File: config.mk
export PLATFORM = sky130hd
export DESIGN_NAME = icmp_echo_reply_builder
export DESIGN_NICKNAME = d
export VERILOG_FILES = /design/src/rtl/core/ierb_pkg.sv /design/src/rtl/core/ierb_front.sv /design/src/rtl/core/ierb_queue.sv /design/src/rtl/core/ierb_back.sv /design/src/rtl/core/icmp_echo_reply_builder.sv
export VERILOG_INCLUDE_DIRS = /design/src /design/src/rtl/core
export SDC_FILE = /design/constraint.sdc
export NUM_CORES = 1
export LEC_CHECK = 0
export BUFFER_PORTS_ARGS = -buffer_cell sky130_fd_sc_hd__buf_2
export CORE_ASPECT_RATIO = 1.25
export CORE_MARGIN = 2
export CORE_UTILIZATION = 67
export CTS_CLUSTER_SIZE = 16
export DETAILED_ROUTE_END_ITERATION = 8
export GPL_TIMING_DRIVEN = 0
export MAX_ROUTING_LAYER = met4
export PLACE_DENSITY_LB_ADDON = 0.1
export SYNTH_ARGS = -nofsm -noshare
export SYNTH_HDL_FRONTEND = slang
export SYNTH_SLANG_ARGS = --single-unit
File: constraint.sdc
create_clock -name clk -period 17.9 [get_ports clk]
set_clock_uncertainty 0.05 [all_clocks]
set_input_delay 3.58 -clock clk [delete_from_list [all_inputs] [get_ports clk]]
set_output_delay 3.58 -clock clk [all_outputs]
set_load 0.02 [all_outputs]
File: src/rtl/core/icmp_echo_reply_builder_assert.svh
// Assertion macros for the ICMP echo reply builder.
`ifndef ICMP_ECHO_REPLY_BUILDER_ASSERT_SVH
`define ICMP_ECHO_REPLY_BUILDER_ASSERT_SVH

// Concurrent check on clk, disabled in reset.
`define IERB_ASSERT(label, prop, msg) \
    label: assert property (@(posedge clk) disable iff (!rst_n) (prop)) else $error(msg);

// Output word must hold while the receiver stalls.
`define IERB_ASSERT_HOLD(label, sig, msg) \
    label: assert property (@(posedge clk) disable iff (!rst_n) \
        (out_valid && !out_ready) |=> $stable(sig)) else $error(msg);

`endif

File: src/rtl/core/ierb_pkg.sv
package ierb_pkg;

    localparam logic [2:0] VERDICT_REPLY     = 3'd0;
    localparam logic [2:0] VERDICT_MALFORMED = 3'd1;
    localparam logic [2:0] VERDICT_BAD_SUM   = 3'd2;
    localparam logic [2:0] VERDICT_NOT_ECHO  = 3'd3;
    localparam logic [2:0] VERDICT_TRUNCATED = 3'd4;

    localparam logic [7:0] ICMP_ECHO_REQUEST = 8'd8;
    localparam int         QUEUE_DEPTH_DEF   = 2;

    // Raw facts of one datagram, gathered by the front end.
    typedef struct packed {
        logic [16:0] received;
        logic [5:0]  hlen;
        logic [15:0] total;
        logic [15:0] sum_with;
        logic [15:0] sum_without;
        logic [7:0]  pending;
        logic [7:0]  msg_type;
        logic [7:0]  msg_code;
        logic [31:0] src;
        logic [31:0] dst;
    } dgram_t;

    function automatic logic [15:0] oc_add(input logic [15:0] a, input logic [15:0] b);
        logic [16:0] s;
        s = {1'b0, a} + {1'b0, b};
        return s[15:0] + {15'd0, s[16]};
    endfunction

endpackage

File: src/rtl/core/ierb_front.sv
module ierb_front
    import ierb_pkg::*;
(
    input  logic       clk,
    input  logic       rst_n,
    input  logic       in_fire,
    input  logic [7:0] data_byte,
    input  logic       last_byte,
    output logic       push,
    output dgram_t     push_word
);
    logic [15:0] off_reg, total_reg, sw_reg, so_reg;
    logic [5:0]  hlen_reg;
    logic [7:0]  pend_reg, type_reg, code_reg;
    logic [31:0] src_reg, dst_reg;
    logic [15:0] total_now, sw_n, so_n, idx;
    logic [5:0]  hlen_now;
    logic [7:0]  pend_n, type_n, code_n;
    logic [31:0] src_n, dst_n;
    logic        in_region;

    always_comb
    begin
        hlen_now  = (off_reg == 16'd0) ? {data_byte[3:0], 2'b00} : hlen_reg;
        total_now = total_reg;
        if (off_reg == 16'd2)
            total_now = {data_byte, total_reg[7:0]};
        else if (off_reg == 16'd3)
            total_now = {total_reg[15:8], data_byte};
        src_n = src_reg;
        dst_n = dst_reg;
        if (off_reg >= 16'd12 && off_reg < 16'd16)
            src_n = {src_reg[23:0], data_byte};
        else if (off_reg >= 16'd16 && off_reg < 16'd20)
            dst_n = {dst_reg[23:0], data_byte};
        in_region = (off_reg >= {10'd0, hlen_now}) &&
                    (off_reg < 16'd4 || off_reg < total_now);
        idx    = off_reg - {10'd0, hlen_now};
        type_n = type_reg;
        code_n = code_reg;
        pend_n = pend_reg;
        sw_n   = sw_reg;
        so_n   = so_reg;
        if (in_region)
        begin
            if (idx == 16'd0)
                type_n = data_byte;
            else if (idx == 16'd1)
                code_n = data_byte;
            if (!idx[0])
                pend_n = data_byte;
            else
            begin
                sw_n = oc_add(sw_reg, {pend_reg, data_byte});
                if (idx == 16'd1)
                    so_n = oc_add(so_reg, {8'd0, data_byte});
                else if (idx != 16'd3)
                    so_n = oc_add(so_reg, {pend_reg, data_byte});
            end
        end
        // count kept one bit wider so a saturated offset still reads as received
        push_word = '{received: {1'b0, off_reg} + 17'd1, hlen: hlen_now, total: total_now,
                      sum_with: sw_n, sum_without: so_n, pending: pend_n,
                      msg_type: type_n, msg_code: code_n, src: src_n, dst: dst_n};
        push = in_fire && last_byte;
    end

    always_ff @(posedge clk or negedge rst_n)
    begin
        if (!rst_n)
        begin
            off_reg <= '0; total_reg <= '0; sw_reg <= '0; so_reg <= '0;
            hlen_reg <= '0; pend_reg <= '0; type_reg <= '0; code_reg <= '0;
            src_reg <= '0; dst_reg <= '0;
        end
        else if (in_fire)
        begin
            if (last_byte)
            begin
                off_reg <= '0; total_reg <= '0; sw_reg <= '0; so_reg <= '0;
                hlen_reg <= '0; pend_reg <= '0; type_reg <= '0; code_reg <= '0;
                src_reg <= '0; dst_reg <= '0;
            end
            else
            begin
                if (off_reg != 16'hFFFF)
                    off_reg <= off_reg + 16'd1;
                total_reg <= total_now; hlen_reg <= hlen_now;
                sw_reg <= sw_n; so_reg <= so_n; pend_reg <= pend_n;
                type_reg <= type_n; code_reg <= code_n;
                src_reg <= src_n; dst_reg <= dst_n;
            end
        end
    end
endmodule

File: src/rtl/core/ierb_queue.sv
module ierb_queue
    import ierb_pkg::*;
#(
    parameter int DEPTH = QUEUE_DEPTH_DEF
)
(
    input  logic   clk,
    input  logic   rst_n,
    input  logic   push,
    input  dgram_t push_word,
    output logic   full,
    output logic   not_empty,
    input  logic   pop,
    output dgram_t head
);
    localparam int AW = (DEPTH > 1) ? $clog2(DEPTH) : 1;
    dgram_t          mem [DEPTH];
    logic [AW-1:0]   wp_reg, rp_reg;
    logic [AW:0]     cnt_reg;

    assign full      = (cnt_reg == (AW+1)'(DEPTH));
    assign not_empty = (cnt_reg != '0);
    assign head      = mem[rp_reg];

    always_ff @(posedge clk)
    begin
        if (push)
            mem[wp_reg] <= push_word;
    end

    always_ff @(posedge clk or negedge rst_n)
    begin
        if (!rst_n)
        begin
            wp_reg <= '0; rp_reg <= '0; cnt_reg <= '0;
        end
        else
        begin
            if (push)
                wp_reg <= (wp_reg == AW'(DEPTH-1)) ? '0 : wp_reg + 1'b1;
            if (pop)
                rp_reg <= (rp_reg == AW'(DEPTH-1)) ? '0 : rp_reg + 1'b1;
            if (push && !pop)
                cnt_reg <= cnt_reg + 1'b1;
            else if (pop && !push)
                cnt_reg <= cnt_reg - 1'b1;
        end
    end

`include "icmp_echo_reply_builder_assert.svh"
    `IERB_ASSERT(a_no_overflow, push |-> (!full || pop), "queue overflow")
    `IERB_ASSERT(a_no_underflow, pop |-> not_empty, "queue underflow")
    `IERB_ASSERT(a_count_bound, cnt_reg <= (AW+1)'(DEPTH), "queue count out of range")
endmodule

File: src/rtl/core/ierb_back.sv
module ierb_back
    import ierb_pkg::*;
(
    input  logic        clk,
    input  logic        rst_n,
    input  logic        avail,
    input  dgram_t      head,
    output logic        pop,
    output logic        out_valid,
    input  logic        out_ready,
    output logic [2:0]  verdict,
    output logic [15:0] reply_checksum,
    output logic [31:0] reply_source,
    output logic [31:0] reply_destination,
    output logic [15:0] icmp_length,
    output logic [5:0]  header_length
);
    logic        valid_reg;
    logic [2:0]  v_next;
    logic [15:0] c_next, len_next, sw, so;
    logic        short_tot;

    always_comb
    begin
        short_tot = head.total < {10'd0, head.hlen};
        len_next  = short_tot ? 16'd0 : head.total - {10'd0, head.hlen};
        sw = head.sum_with;
        so = head.sum_without;
        if (len_next[0])
        begin
            sw = oc_add(sw, {head.pending, 8'd0});
            so = oc_add(so, {head.pending, 8'd0});
        end
        c_next = '0;
        priority if (short_tot || len_next < 16'd4)
            v_next = VERDICT_MALFORMED;
        else if (head.received < {1'b0, head.total})
            v_next = VERDICT_TRUNCATED;
        else if (sw != 16'hFFFF)
            v_next = VERDICT_BAD_SUM;
        else if (head.msg_type != ICMP_ECHO_REQUEST || head.msg_code != 8'd0)
            v_next = VERDICT_NOT_ECHO;
        else
        begin
            v_next = VERDICT_REPLY;
            c_next = ~so;
        end
    end

    assign pop       = avail && (!valid_reg || out_ready);
    assign out_valid = valid_reg;

    always_ff @(posedge clk or negedge rst_n)
    begin
        if (!rst_n)
            valid_reg <= 1'b0;
        else if (pop)
            valid_reg <= 1'b1;
        else if (out_ready)
            valid_reg <= 1'b0;
    end

    always_ff @(posedge clk)
    begin
        if (pop)
        begin
            verdict           <= v_next;
            reply_checksum    <= c_next;
            reply_source      <= head.dst;
            reply_destination <= head.src;
            icmp_length       <= len_next;
            header_length     <= head.hlen;
        end
    end

`include "icmp_echo_reply_builder_assert.svh"
    `IERB_ASSERT_HOLD(a_hold, verdict, "result changed while stalled")
    `IERB_ASSERT_HOLD(a_valid_hold, out_valid, "valid dropped while stalled")
    `IERB_ASSERT(a_csum_zero, (out_valid && verdict != VERDICT_REPLY) |-> reply_checksum == 16'd0,
        "checksum on non-reply")
endmodule

File: src/rtl/core/icmp_echo_reply_builder.sv
// ICMP echo reply builder: one datagram byte per cycle in unless the queue is full, one verdict word per datagram out.
// Throughput: one byte every cycle unless the queue is full; a back-to-back next datagram follows with no gap.
// Path: the last byte's facts are pushed into a QUEUE_DEPTH-entry queue (two by default), then popped
// into the registered verdict stage that drives out_valid (front end -> queue -> verdict stage).
// Reset (rst_n low, asynchronous) clears offsets, sums, captured fields, queue pointers and out_valid.
module icmp_echo_reply_builder
    import ierb_pkg::*;
#(
    parameter int QUEUE_DEPTH = QUEUE_DEPTH_DEF
)
(
    input  logic        clk,
    input  logic        rst_n,
    input  logic        in_valid,
    output logic        in_ready,
    input  logic [7:0]  data_byte,
    input  logic        last_byte,
    output logic        out_valid,
    input  logic        out_ready,
    output logic [2:0]  verdict,
    output logic [15:0] reply_checksum,
    output logic [31:0] reply_source,
    output logic [31:0] reply_destination,
    output logic [15:0] icmp_length,
    output logic [5:0]  header_length
);
    logic   push, full, not_empty, pop, in_fire;
    dgram_t push_word, head;

    // Only a last byte needs queue space; hold all bytes while full for simplicity.
    assign in_ready = !full;
    assign in_fire  = in_valid && in_ready;

    ierb_front u_front (
        .clk(clk), .rst_n(rst_n), .in_fire(in_fire),
        .data_byte(data_byte), .last_byte(last_byte),
        .push(push), .push_word(push_word)
    );

    ierb_queue #(.DEPTH(QUEUE_DEPTH)) u_queue (
        .clk(clk), .rst_n(rst_n), .push(push), .push_word(push_word),
        .full(full), .not_empty(not_empty), .pop(pop), .head(head)
    );

    ierb_back u_back (
        .clk(clk), .rst_n(rst_n), .avail(not_empty), .head(head), .pop(pop),
        .out_valid(out_valid), .out_ready(out_ready),
        .verdict(verdict), .reply_checksum(reply_checksum),
        .reply_source(reply_source), .reply_destination(reply_destination),
        .icmp_length(icmp_length), .header_length(header_length)
    );
endmodule
==> impl_results.md <==
* Status: complete, no violations
* Clk sinks at 586
* Clock Latency Late Sink at 590 ps
* Critical R2R Capture: u_back.reply_checksum[13]
* Slack of the worst reg-to-reg path at 7250 ps
* Setup tns final at 0 ps
* H-tree depth at 2
* Post-CTS sizing at 0
* DRT Pass-1 Iters at 6
* Fmax at 0.0939 GHz
* Clock Path Buffers at 3
* Gp weighted congestion at 0.947
* Max Cap Viol at 0
* Largest register FFs at 318
* First-pass GRT wire length at 112,000 um
* Chip Width at 189 um
* Class of the worst hold path: reg2reg
* Row cnt at 84
* Slew HR at 0.0337
* DR DRC count at 0
* VDD IR max at 0.000119 V
* Hold_buf cts at 0
* Final #Nets at 2,557
* TritonCTS clock tree: built
* Critical path launch point type: flop
* Initial drt markers at 1,909
* Critical Path RT at 18,290 ps
* Syn-to-layout area delta at 11.7%
* Synth Register Bits at 586
* CP arrival at 11,050 ps
* Die area at 44,600 um2
* Fill count at 2,619
* Largest net degree at the start of global routing at 95
* Top reg by flops: u_queue.mem
* Initial Util at 0.682
* CP Max Fanout at 10
* Total core area at 42,100 um2
* Reg clk slew, reported paths at 60 ps
* Worst hold stages at 2
* Gr usage total at 0.341
* Root buffer cell: clkbuf_16
* Detailed-route via count at 19,700
* Layout cells sized above 1 at 0.183
* DRT Wirelength at 73,900 um
* Postcts setup bufs at 0
* Synth Net Count at 2,372
* Hold_sp: u_front.type_reg[7]
* IO buf count at 118
* Final setup viols at 0
* Fin worst setup slack at 7250 ps
* Reg2Reg Depth at 24
* DP Wirelength at 52,100 um
* Mapped Avg Cell Area at 12.8 um2
* Vias in the first global route at 19,700
* Fin crit share at 0.595
* Ys flop type: edfxtp_1
* Mapped cell area at 28,700 um2
* Seq/Total Area, Yosys at 0.584
* Distinct cells, synth at 96
* Die extent in y at 236 um
* I/O Pins at 120
* Commonest non-fill, non-tap cell in the layout: edfxtp_1
* Vias per cell at 6.49
* Final hold violation count at 0
* Final worst path period need at 10,650 ps
* Antenna Cells at 0
* Crit end category: flop
* WL per Instance at 24.3 um
* Post-Place Setup Slack at 7400 ps
* Worst r2r src: u_queue.rp_reg
* Hold Path Sink: u_front.type_reg[7]
* TritonCTS buffer count at 54
* Initial antenna violation count at 0
* Post-placement cell area at 30,300 um2
* Most frequent cells in the layout: 423 x edfxtp_1, 193 x mux2_2, 163 x dfrtp_1, 157 x nand2_1, 127 x nor2_1
* RSZ-0062 raised after global routing: false
* Critical setup path kind: reg2reg
* Synthesis Warnings at 0
* Slew of the pin with the lowest slew margin at 1440 ps
* Slew Limit Fails at 0
* Design area at 32,100 um2
* Antenna Violating Nets Remaining at 0
* Number of synthesized flops with an enable pin at 423
* Async set-reset flop share out of synthesis at 0.278
* Synth Instances at 2,252
* Leakage at 0.0130 uW
* Cell area power density at 161 nW/um2
* Grt ovf at 0
==> report_power, final <==
group | switching [uW] | leakage, uW | internal (uW)
clock network | 502 | 0.000868 | 648
registers | 127 | 0.00623 | 1820
logic | 1320 | 0.00592 | 756
==> cells in the mapped netlist, types with 13 or more instances <==
library cell  number  area (um2)
a211oi_1          15         113
a21o_1            35         263
a21oi_1           83         415
a22o_1           104         911
and3_1            15        93.8
clkbuf_1          89         334
dfrtp_1          163        4080
edfxtp_1         423       12700
ha_1             101        1260
inv_1             73         274
mux2_2           193        2170
mux2i_1           50         500
nand2_1          157         589
nand2b_1          20         125
nand3_1           45         225
nand4_1           24         150
nor2_1           128         480
nor2b_1           30         188
nor3_1            34         170
o21a_1            13        97.6
o21ai_0          100         500
xnor2_1           74         648
xor2_1            42         368
==> critical path: stages, from the launching register on <==
cell and delay [ps]:
dfrtp_1 400, clkbuf_1 550, clkbuf_1 500, buf_1 650, clkbuf_1 600, clkbuf_1 700, buf_1 760, clkbuf_1 810
mux2i_1 430, inv_1 80, ha_1 330, nor2b_1 150, o21ai_0 180, a21boi_0 140, o21ai_0 350, nor4b_1 690
or2_2 230, clkbuf_1 550, clkinv_1 500, nor4_1 530, o211ai_1 260, nand4bb_1 360, clkbuf_1 250, clkbuf_1 240
nor2_1 190
==> metal layers <==
layer	wire length (um)	track usage	up-vias
met5	0	-	-
met4	3340	0.141	0
met3	5340	0.0476	213
met2	37400	0.574	918
met1	27800	0.417	9787
li1	-	-	8805
==> area by class of cell <==
type,count,area (um2),area share
sequential,586,16800,0.523
multi-input combinational,1484,11200,0.350
clock buffer,76,1500,0.0469
timing repair buffer,129,868,0.0271
tap,559,699,0.0218
buffer,108,444,0.0138
inverter,74,280,0.00873
clock inverter,25,268,0.00834
==> per-stage QoR <==
| step | hold WS (ps) | utilization | std cells | total power (uW) |
|---|---|---|---|---|
| final | 428 | 0.761 | 3041 | 5170 |
| after floorplan | 392 | - | 2252 | 3390 |
| after detailed placement | 413 | 0.719 | 2940 | 3990 |
| after CTS | 427 | 0.761 | 3041 | 5150 |
| after global placement | 405 | 0.712 | 2929 | 3940 |
| after global routing | 447 | 0.761 | 3041 | 5410 |
==> kinds of logic after synthesis <==
group,Yosys count,synth area share
simple gates,541,0.0959
compound gates,470,0.115
buf+inv,182,0.0251
fa+ha+maj,109,0.0489
flops,586,0.584
xor+xnor,117,0.0362
mux,247,0.0950
==> worst max-delay path by stage <==
stage | to | from | slack (ps)
floorplan | u_queue.mem[0][0] | last_byte | 6310
global placement | u_queue.mem[0][49] | last_byte | 1840
detailed placement | u_back.reply_checksum[13] | u_queue.rp_reg | 7400
CTS | u_back.reply_checksum[13] | u_queue.rp_reg | 7300
global route | u_back.reply_checksum[13] | u_queue.rp_reg | 6820
finish | u_back.reply_checksum[13] | u_queue.rp_reg | 7250
No activity file was read; power rests on OpenSTA's default activity.
